--- src/hdl/klsc_pkg.sv ---
package klsc_pkg;

    localparam int NUM_LAYERS = 32;
    localparam int LAYER_W    = $clog2(NUM_LAYERS);
    localparam int COUNT_W    = LAYER_W + 1;
    localparam int CFG_IDX_W  = 3;
    localparam int CFG_DATA_W = 8;

    typedef enum logic [CFG_IDX_W-1:0] {
        REG_DEFAULT_LAYER   = 3'd0,
        REG_DEFINED_LAYERS  = 3'd1,
        REG_LAYER_KEY_FLAGS = 3'd2,
        REG_SHIFT_OFFSET    = 3'd3,
        REG_NEXT_TARGET     = 3'd4,
        REG_PREVIOUS_TARGET = 3'd5
    } t_reg_index;

    localparam logic [LAYER_W-1:0] DEFAULT_LAYER_RST   = '0;
    localparam logic [COUNT_W-1:0] DEFINED_LAYERS_RST  = COUNT_W'(NUM_LAYERS);
    localparam logic [7:0]         LAYER_KEY_FLAGS_RST = 8'd0;
    localparam logic [7:0]         SHIFT_OFFSET_RST    = 8'd42;
    localparam logic [7:0]         NEXT_TARGET_RST     = 8'd0;
    localparam logic [7:0]         PREVIOUS_TARGET_RST = 8'd1;

    typedef struct packed {
        logic [7:0] key_flags;
        logic [7:0] key_code;
        logic       now_down;
        logic       was_down;
    } t_in_item;

    typedef struct packed {
        logic [7:0]            out_key_flags;
        logic [7:0]            out_key_code;
        logic                  consumed;
        logic [NUM_LAYERS-1:0] layer_mask;
        logic [LAYER_W-1:0]    top_layer;
    } t_out_item;

    typedef struct packed {
        logic [LAYER_W-1:0] default_layer;
        logic [COUNT_W-1:0] defined_layers;
        logic [7:0]         layer_key_flags;
        logic [7:0]         shift_offset;
        logic [7:0]         next_target;
        logic [7:0]         previous_target;
    } t_cfg;

    typedef struct packed {
        logic       turn_on;
        logic       turn_off;
        logic [7:0] layer;
    } t_layer_op;

    function automatic logic [COUNT_W-1:0] layer_limit(input logic [COUNT_W-1:0] count);
        logic [COUNT_W-1:0] lim;
        lim = (count > COUNT_W'(NUM_LAYERS)) ? COUNT_W'(NUM_LAYERS) : count;
        return lim;
    endfunction

    function automatic logic bit_on(input logic [NUM_LAYERS-1:0] mask,
                                    input logic [7:0] layer);
        logic on;
        on = (layer < 8'(NUM_LAYERS)) && mask[layer[LAYER_W-1:0]];
        return on;
    endfunction

    function automatic logic [LAYER_W-1:0] find_top(input logic [NUM_LAYERS-1:0] mask,
                                                    input logic [COUNT_W-1:0]    limit,
                                                    input logic [LAYER_W-1:0]    base);
        logic [LAYER_W-1:0] top;
        top = base;
        for (int i = 0; i < NUM_LAYERS; i++) begin
            if (mask[i] && (COUNT_W'(i) < limit) && (LAYER_W'(i) > base)) begin
                top = LAYER_W'(i);
            end
        end
        return top;
    endfunction

endpackage

--- src/hdl/klsc_decode.sv ---
module klsc_decode (
    input  klsc_pkg::t_in_item                i_item,
    input  klsc_pkg::t_cfg                    i_cfg,
    input  logic [klsc_pkg::NUM_LAYERS-1:0]   i_mask,
    input  logic [klsc_pkg::LAYER_W-1:0]      i_top,
    output logic                              o_consumed,
    output klsc_pkg::t_layer_op               o_op
);

    logic       pressed;
    logic       released;
    logic [7:0] target;
    logic [7:0] top_up;
    logic [7:0] top_ext;

    assign pressed  = i_item.now_down && !i_item.was_down;
    assign released = !i_item.now_down && i_item.was_down;
    assign target   = i_item.key_code - i_cfg.shift_offset;
    assign top_ext  = 8'(i_top);
    assign top_up   = top_ext + 8'd1;
    assign o_consumed = (i_item.key_flags == i_cfg.layer_key_flags);

    always_comb begin
        o_op = '0;
        if (o_consumed) begin
            if (i_item.key_code >= i_cfg.shift_offset) begin
                if (target == i_cfg.next_target) begin
                    if (pressed) begin
                        o_op.turn_on = 1'b1;
                        o_op.layer   = top_up;
                    end else if (released) begin
                        o_op.turn_off = 1'b1;
                        o_op.layer    = top_ext;
                    end
                end else if (target == i_cfg.previous_target) begin
                    if (pressed) begin
                        o_op.turn_off = 1'b1;
                        o_op.layer    = top_ext;
                    end else if (released) begin
                        o_op.turn_on = 1'b1;
                        o_op.layer   = top_up;
                    end
                end else if (i_item.now_down) begin
                    o_op.turn_on = 1'b1;
                    o_op.layer   = target;
                end else if (released) begin
                    o_op.turn_off = 1'b1;
                    o_op.layer    = target;
                end
            end else if (pressed) begin
                o_op.layer = i_item.key_code;
                if (klsc_pkg::bit_on(i_mask, i_item.key_code) && (i_item.key_code != 8'd0)) begin
                    o_op.turn_off = 1'b1;
                end else begin
                    o_op.turn_on = 1'b1;
                end
            end
        end
    end

endmodule

--- src/hdl/klsc_layer_state.sv ---
module klsc_layer_state (
    input  logic                                i_clk,
    input  logic                                i_rst_n,
    input  logic                                i_cfg_we,
    input  logic [klsc_pkg::CFG_IDX_W-1:0]      i_cfg_index,
    input  logic [klsc_pkg::CFG_DATA_W-1:0]     i_cfg_data,
    input  logic                                i_step,
    input  klsc_pkg::t_layer_op                 i_op,
    output klsc_pkg::t_cfg                      o_cfg,
    output logic [klsc_pkg::NUM_LAYERS-1:0]     o_mask,
    output logic [klsc_pkg::LAYER_W-1:0]        o_top,
    output logic [klsc_pkg::NUM_LAYERS-1:0]     o_next_mask,
    output logic [klsc_pkg::LAYER_W-1:0]        o_next_top
);

    klsc_pkg::t_cfg                    r_cfg;
    logic [klsc_pkg::NUM_LAYERS-1:0]   r_mask;
    logic [klsc_pkg::LAYER_W-1:0]      r_top;

    logic [klsc_pkg::COUNT_W-1:0]      limit;
    logic [klsc_pkg::NUM_LAYERS-1:0]   lay_bit;
    logic                              do_on;
    logic                              do_off;
    logic [klsc_pkg::LAYER_W-1:0]      new_base;
    logic [klsc_pkg::NUM_LAYERS-1:0]   base_mask;
    logic [klsc_pkg::LAYER_W-1:0]      base_top;

    assign limit   = klsc_pkg::layer_limit(r_cfg.defined_layers);
    assign lay_bit = klsc_pkg::NUM_LAYERS'(1) << i_op.layer[klsc_pkg::LAYER_W-1:0];
    assign do_on   = i_op.turn_on && (i_op.layer < 8'(limit))
                     && !klsc_pkg::bit_on(r_mask, i_op.layer);
    assign do_off  = i_op.turn_off && klsc_pkg::bit_on(r_mask, i_op.layer);

    always_comb begin
        o_next_mask = r_mask;
        o_next_top  = r_top;
        if (do_on) begin
            o_next_mask = r_mask | lay_bit;
            if (i_op.layer > 8'(r_top)) begin
                o_next_top = klsc_pkg::find_top(o_next_mask, limit, r_cfg.default_layer);
            end
        end else if (do_off) begin
            o_next_mask = r_mask & ~lay_bit;
            if (i_op.layer == 8'(r_top)) begin
                o_next_top = klsc_pkg::find_top(o_next_mask, limit, r_cfg.default_layer);
            end
        end
    end

    // new base layer: clear the mask, turn the base on if it is below the limit, search above the old base
    assign new_base = i_cfg_data[klsc_pkg::LAYER_W-1:0];

    always_comb begin
        base_mask = '0;
        base_top  = r_top;
        if (klsc_pkg::COUNT_W'(new_base) < limit) begin
            base_mask = klsc_pkg::NUM_LAYERS'(1) << new_base;
            if (new_base > r_top) begin
                base_top = klsc_pkg::find_top(base_mask, limit, r_cfg.default_layer);
            end
        end
    end

    always_ff @(posedge i_clk) begin
        if (!i_rst_n) begin
            r_cfg.default_layer   <= klsc_pkg::DEFAULT_LAYER_RST;
            r_cfg.defined_layers  <= klsc_pkg::DEFINED_LAYERS_RST;
            r_cfg.layer_key_flags <= klsc_pkg::LAYER_KEY_FLAGS_RST;
            r_cfg.shift_offset    <= klsc_pkg::SHIFT_OFFSET_RST;
            r_cfg.next_target     <= klsc_pkg::NEXT_TARGET_RST;
            r_cfg.previous_target <= klsc_pkg::PREVIOUS_TARGET_RST;
            r_mask                <= klsc_pkg::NUM_LAYERS'(1) << klsc_pkg::DEFAULT_LAYER_RST;
            r_top                 <= '0;
        end else if (i_cfg_we) begin
            unique case (i_cfg_index)
                klsc_pkg::REG_DEFAULT_LAYER: begin
                    r_cfg.default_layer <= new_base;
                    r_mask              <= base_mask;
                    r_top               <= base_top;
                end
                klsc_pkg::REG_DEFINED_LAYERS: begin
                    r_cfg.defined_layers <= i_cfg_data[klsc_pkg::COUNT_W-1:0];
                end
                klsc_pkg::REG_LAYER_KEY_FLAGS: r_cfg.layer_key_flags <= i_cfg_data;
                klsc_pkg::REG_SHIFT_OFFSET:    r_cfg.shift_offset    <= i_cfg_data;
                klsc_pkg::REG_NEXT_TARGET:     r_cfg.next_target     <= i_cfg_data;
                klsc_pkg::REG_PREVIOUS_TARGET: r_cfg.previous_target <= i_cfg_data;
                default: begin
                end
            endcase
        end else if (i_step) begin
            r_mask <= o_next_mask;
            r_top  <= o_next_top;
        end
    end

    assign o_cfg  = r_cfg;
    assign o_mask = r_mask;
    assign o_top  = r_top;

endmodule

--- src/hdl/keymap_layer_switch_control_unit.sv ---
// Channel   Direction  Handshake            Payload
// input     in         i_valid / o_ready    i_data  (klsc_pkg::t_in_item)
// result    out        o_valid / i_ready    o_data  (klsc_pkg::t_out_item)
// config    in         i_cfg_we             i_cfg_index, i_cfg_data
//
// One transfer per cycle while the result side is ready; a result passes through the input
// register, then the layer update and the result register.
// The layer update and the 32-entry top search are combinational between the registers.
// Synchronous active-low reset: mask holds only layer 0, top layer 0, registers at defaults.
// A stalled result holds in the output register while the input register takes
// one more transfer; further input waits until the result drains.
module keymap_layer_switch_control_unit (
    input  logic                              i_clk,
    input  logic                              i_rst_n,
    input  logic                              i_valid,
    output logic                              o_ready,
    input  klsc_pkg::t_in_item                i_data,
    output logic                              o_valid,
    input  logic                              i_ready,
    output klsc_pkg::t_out_item               o_data,
    input  logic                              i_cfg_we,
    input  logic [klsc_pkg::CFG_IDX_W-1:0]    i_cfg_index,
    input  logic [klsc_pkg::CFG_DATA_W-1:0]   i_cfg_data
);

    logic                              r_in_vld;
    klsc_pkg::t_in_item                r_in;
    logic                              r_out_vld;
    klsc_pkg::t_out_item               r_out;
    klsc_pkg::t_out_item               n_out;

    logic                              out_free;
    logic                              fire;
    logic                              consumed;
    klsc_pkg::t_layer_op               op;
    klsc_pkg::t_cfg                    cfg;
    logic [klsc_pkg::NUM_LAYERS-1:0]   mask;
    logic [klsc_pkg::LAYER_W-1:0]      top;
    logic [klsc_pkg::NUM_LAYERS-1:0]   next_mask;
    logic [klsc_pkg::LAYER_W-1:0]      next_top;

    assign out_free = !r_out_vld || i_ready;
    assign o_ready  = !r_in_vld || out_free;
    assign fire     = r_in_vld && out_free;

    klsc_decode u_decode (
        .i_item     (r_in),
        .i_cfg      (cfg),
        .i_mask     (mask),
        .i_top      (top),
        .o_consumed (consumed),
        .o_op       (op)
    );

    klsc_layer_state u_state (
        .i_clk       (i_clk),
        .i_rst_n     (i_rst_n),
        .i_cfg_we    (i_cfg_we),
        .i_cfg_index (i_cfg_index),
        .i_cfg_data  (i_cfg_data),
        .i_step      (fire),
        .i_op        (op),
        .o_cfg       (cfg),
        .o_mask      (mask),
        .o_top       (top),
        .o_next_mask (next_mask),
        .o_next_top  (next_top)
    );

    always_comb begin
        n_out.out_key_flags = consumed ? 8'd0 : r_in.key_flags;
        n_out.out_key_code  = consumed ? 8'd0 : r_in.key_code;
        n_out.consumed      = consumed;
        n_out.layer_mask    = next_mask;
        n_out.top_layer     = next_top;
    end

    always_ff @(posedge i_clk) begin
        if (!i_rst_n) begin
            r_in_vld  <= 1'b0;
            r_out_vld <= 1'b0;
        end else begin
            if (o_ready) begin
                r_in_vld <= i_valid;
            end
            if (out_free) begin
                r_out_vld <= r_in_vld;
            end
        end
    end

    always_ff @(posedge i_clk) begin
        if (i_valid && o_ready) begin
            r_in <= i_data;
        end
        if (fire) begin
            r_out <= n_out;
        end
    end

    assign o_valid = r_out_vld;
    assign o_data  = r_out;

endmodule

--- config.mk ---
export PLATFORM = sky130hd
export DESIGN_NAME = keymap_layer_switch_control_unit
export DESIGN_NICKNAME = d
export VERILOG_FILES = /design/src/hdl/klsc_pkg.sv /design/src/hdl/klsc_decode.sv /design/src/hdl/klsc_layer_state.sv /design/src/hdl/keymap_layer_switch_control_unit.sv
export SDC_FILE = /design/constraint.sdc
export NUM_CORES = 1
export LEC_CHECK = 0
export ABC_CLOCK_PERIOD_IN_PS = 7600
export BUFFER_PORTS_ARGS = -buffer_cell sky130_fd_sc_hd__buf_2
export CAP_MARGIN = 15
export CORE_MARGIN = 2
export CORE_UTILIZATION = 33
export CTS_BUF_LIST = sky130_fd_sc_hd__clkbuf_8
export DETAILED_ROUTE_END_ITERATION = 16
export PLACE_DENSITY_LB_ADDON = 0.08
export SLEW_MARGIN = 5
export SYNTH_ARGS = -nofsm -noshare
export SYNTH_HDL_FRONTEND = slang
export SYNTH_SLANG_ARGS = --single-unit
--- constraint.sdc ---
create_clock -name i_clk -period 7.6 [get_ports i_clk]
set_input_delay 0 -clock i_clk [delete_from_list [all_inputs] [get_ports i_clk]]
set_output_delay 0 -clock i_clk [all_outputs]
set_load 0.05 [all_outputs]
======== Word level (Yosys, flattened, before mapping) ========
Index checks and enable logic that the tools add are counted.
word-level totals
  RAM bits ................................ 0
  latch bits .............................. 0
  output and inout bits ................... 56
  register bits ........................... 154
  memories ................................ 0
  input bits .............................. 34
  bits in read-only memories .............. 0
  logic and storage cells ................. 467
operators by class
  reductions and logical operators ........ 220
  div/mod/pow operators ................... 0
  mux-type cells .......................... 135
  multiply operators ...................... 0
  bitwise gates (word level) .............. 3
  $lt $le $gt $ge ......................... 74
  shift operators ......................... 2
  eq/ne operators ......................... 12
  add/subtract/negate cells ............... 2
operator list
  operator                count
  $mux W5                 105
  $logic_and A1 B1 Y1     202
  $mux W32                6
  $lt A5 B6 Y1 const A    16
  $gt A5 B5 Y1 const A    16
  $shl A1 B5 Y32 const A  2
  $mux W10                5
  $lt A4 B6 Y1 const A    8
  $gt A4 B5 Y1 const A    8
  $and A32 B32 Y32        1
  $mux W8                 4
  $not A32 Y32            1
  $or A32 B32 Y32         1
  $eq A8 B8 Y1            3
  $lt A3 B6 Y1 const A    4
  $gt A3 B5 Y1 const A    4
  $mux W9                 2
  $lt A8 B6 Y1 const B    2
  $reduce_and A2 Y1       7
  $lt A1 B6 Y1 const A    2
  $lt A2 B6 Y1 const A    2
  $lt A5 B6 Y1 const B    2
  $bmux W1 S5             2
  $gt A1 B5 Y1 const A    2
  22 further kinds        41

======== Depth between registers and ports, before layout ========
  word-level depth ........................ 50
  mapped depth ............................ 32
  depth with buffers taken out ............ 26

======== Cells and area by module ========
A second synthesis with hierarchy kept.
unflattened totals
  cell total of the unflattened synthesis .. 1453
  area total of the unflattened synthesis .. 11965.2 sq um
modules (own cells, without submodules)
  module                            times used  sequential area each (sq um)  cells an instance  area an instance (sq um)
  klsc_layer_state                  1           1601.5                        1099               7594.8
  keymap_layer_switch_control_unit  1           2202.1                        98                 2373.5
  klsc_decode                       1           0.0                           256                1996.9

======== Least setup slack after synthesis ========
No wires, ideal clock.
  path kind ............................... reg2reg
  start point ............................. register r_in[2] (netlist name)
  end point ............................... register r_out (netlist bit o_data[4]) (data pin)
  setup time .............................. 0.263 ns
  slack ................................... 1.268 ns
  data required time ...................... 7.337 ns
  cell stages (with the launch flop) ...... 31
  period minus slack after synthesis ...... 6.332 ns
  arrival time ............................ 6.068 ns
  buffers on the path ..................... 6
  cells stage by stage .................... edfxtp_1 -> clkbuf_1 -> inv_1 -> ha_1 -> inv_1 -> fa_1 -> a21o_1 -> a21oi_2 -> xnor3_1 -> or4_1 -> buf_2 -> or3_4 -> buf_6 -> a211o_1 -> a21o_1 -> buf_6 -> clkinv_8 -> buf_4 -> buf_4 -> ha_1 -> inv_1 -> a41oi_1 -> o21ai_0 -> a21oi_1 -> or4b_2 -> a21oi_2 -> nand4_1 -> nor2_1 -> nand3_1 -> a21oi_1 -> a21oi_1
RTL lines
  item                      RTL line                                RTL
  start: declaration        keymap_layer_switch_control_unit.sv:27  klsc_pkg::t_in_item r_in;
  start signal: assignment  keymap_layer_switch_control_unit.sv:94  r_in <= i_data;
  end signal: assignment    keymap_layer_switch_control_unit.sv:97  r_out <= n_out;
  end: declaration          keymap_layer_switch_control_unit.sv:29  klsc_pkg::t_out_item r_out;

==> flow_summary.ini <==
[critical_path]
critical_path.max_fanout = 14
cp_slowest_cell = or4b_2
crit-reg2reg-launch = r_in[2]
slowest_delay_ns = 0.70
worstSetupStartpoint = r_in[2]
crit_family = compound AO/OA/AOI/OAI gates
path_common_cell = a21oi_1
cp_cell_sequence = inv_1 -> ha_1 -> inv_1 -> fa_1 -> a21o_1 -> a21oi_2 -> xnor3_1 -> or4_1 -> or3_4 -> a211o_1 -> a221o_2 -> inv_2 -> ha_1 -> o211ai_1 -> a21oi_1 -> or4b_2 -> a21oi_2 -> nand4_1 -> nor2_1 -> nand3_1 -> a21oi_1 -> a21oi_1
critPathBufInv = 3
crit_arrival_ns = 7.47
cp.required_ns = 7.85
worstSetupPathType = reg -> reg
r2r_slack_ns = 0.38
crit_path_start_kind = register
cp-end-kind = register

[synth]
synth-async-reset-ratio = 0
synth_compound_area_frac = 0.275
synth_common_cells = nand2_1 (192), o21ai_0 (119), a21oi_1 (106), nor2_1 (99), dfxtp_1 (82)
synth_seq_area_share = 0.318
syn_area_um2 = 12000
synth.area.top_cells = edfxtp_1 (18%), dfxtp_1 (14%), nand2_1 (6.0%)
synth_top_cell_area_share = 0.181
synth_fp_nets = 1547
synthSimpleGateAreaFrac = 0.242
synth_top_family_by_area = compound AO/OA/AOI/OAI gates
synth_xor_area_frac = 0.0262
yosysWarnings = 0
yosysMostFrequentCell = nand2_1
synth_largest_area_cell = edfxtp_1
avgSynthCellArea_um2 = 8.06
ys_seq_elements = 154
synthFlopType = dfxtp_1
synth_edf_count = 72
netlist_instances = 1483
synth-adder-area-share = 0.0320
yosysUniqueCellTypes = 103
synthMuxAreaShare = 0.0520

[sta]
fmaxAchievable_mhz = 139
slew_headroom = 0.149
min_period_over_period = 0.950
hold_viol_final = 0
finalSetupTns_ns = 0
worstMarginPinSlew_ns = 1.27
finalHoldWorstSlack_ns = 0.0496
finalCriticalPeriod_ns = 7.22
skew_ns = 0.0165
rsz0062_at_grt = no
slew_viol_final = 0
setup_viol = 0

[routing]
drc = 6
drtIter0Drc = 1316
vias_per_cell = 6.14
vias = 12494
drt-pass1-iter-count = 13
ant_nets = 0
finalWirelength_um = 54100
wl_per_cell_um = 26.6

[placed_design]
place_congestion = 1.00
dp_hpwl_um = 41400
port_buffers = 89

[final_layout]
n_fill_cell = 3768
drive_above_1_share = 0.149
area_growth_pct = 12.8
nets = 1623

[clocking]
numClockSinks = 154
cts.path.max_buffers = 2
clk_pin_slew_worst_paths_ns = 0.09
post_cts.repair.setup_buffers = 0
h-tree-depth = 4
clk_latency_ns = 0.51
cts-root-buf = clkbuf_8
cts_buffers = 17
cts_tree = yes

[floorplanning]
dieArea_um2 = 37800
fp.dieH_um = 194
start_util = 0.335
core_um2 = 35700
io_pins = 90
row_count = 69
die_x_um = 194

[grt]
antenna_found_initial = 2
grt_pass1_wl_um = 79300
grt_pass1_vias = 11704
gr-usage-all-layers = 0.284
gr-total-overflow = 0
grt_max_degree = 83

[hold_path]
min_from = i_cfg_data[1]
hp-class = in -> reg

[power_and_ir_drop]
p_leak_nw = 5.00
ir_drop_mv = 0.111
powerDensity_nw_per_um2 = 159

[status]
status = complete, but fails checks
violations = design-rule violations

[flow_run]
maxCapViolCount = 0
[path summary, 6_finish.rpt]
path | cells after the start | end
worst max-delay path | 22 | o_data[4]
worst min-delay path | 3 | u_state.o_cfg[1]
worst max register to register | 22 | o_data[4]
worst min register to register | 2 | u_state.o_cfg[22]
[sequential cells by signal, summed over array words and instances, names as in the netlist]
register,cells
o_valid,1
u_state.o_cfg,43
u_state.o_top,5
u_state.o_mask,32
r_in_vld,1
r_in,18
o_data,54
[report_power, final]
| part | total (mW) | switching (mW) | internal [mW] | leakage, nW |
|---|---|---|---|---|
| Clock | 0.633 | 0.340 | 0.293 | 0.210 |
| Combinational | 0.547 | 0.360 | 0.187 | 3.43 |
| Sequential | 0.964 | 0.0544 | 0.910 | 1.36 |
| Total | 2.14 | 0.755 | 1.39 | 5.00 |
[per-layer routing]
metal,up-vias,wire [um],track usage
li1,5679,-,-
met1,6188,26200,0.421
met2,551,23000,0.425
met3,74,3600,0.0396
met4,2,1280,0.0843
met5,-,18,0
[per-stage QoR]
stage | worst slack (ns) | cells | util | instance area [um^2] | power, mW
final | 0.383 | 2034 | 0.378 | 13500 | 2.14
after global routing | 0.0935 | 2033 | 0.378 | 13500 | 2.23
after CTS | 0.466 | 2033 | 0.378 | 13500 | 2.15
after detailed placement | 0.473 | 1973 | 0.360 | 12800 | 1.51
after global placement | 0.523 | 1973 | 0.360 | 12800 | 1.51
after floorplan | 1.27 | 1483 | - | 12000 | 1.32
[cells in the final DEF, fill, tap and decap left out, types with 20 or more instances in the layout]
master / n
nand2b_1: 21
o21ai_0: 119
a31oi_1: 20
dlygate4sd3_1: 28
dfxtp_1: 82
nor3_1: 36
nor2b_1: 42
buf_2: 88
nor2_1: 99
clkbuf_8: 21
inv_1: 50
nand2_1: 192
and2_1: 42
edfxtp_1: 72
ha_1: 29
buf_4: 36
nand3_1: 56
a21oi_1: 106
a21boi_0: 27
mux2i_1: 34
[logic make-up (layout without fill, tap and decap cells)]
family | count (synthesis) | after routing
buffers and inverters | 150 | 239
xor gates and xnor gates | 31 | 31
adders and majority gates | 30 | 30
and+or+nand+nor | 579 | 579
DFF | 154 | 154
muxes | 47 | 47
other | 0 | 1
AOI/OAI and AO/OA | 492 | 492
[final cells by class]
| type | count | area (um^2) | share of cell area |
|---|---|---|---|
| multi-input combinational | 1179 | 7510 | 0.557 |
| sequential | 154 | 3800 | 0.282 |
| timing repair buffer | 152 | 991 | 0.0734 |
| tap | 461 | 577 | 0.0428 |
| clock buffer | 21 | 289 | 0.0214 |
| inverter | 55 | 221 | 0.0164 |
| clock inverter | 11 | 92.6 | 0.00686 |
| antenna | 1 | 2.50 | 0.000185 |
[tightest hold or removal path: stages]
cell	delay [ns]
buf_2	0.30
nand2_1	0.12
a21boi_0	0.07
[repair_timing]
item | CTS | global route
hold buffers | 28 | 0
resized for setup | 0 | 0
endpoints found under the hold margin | 38 | 0
Note: power is estimated with default switching activity, not from simulation.
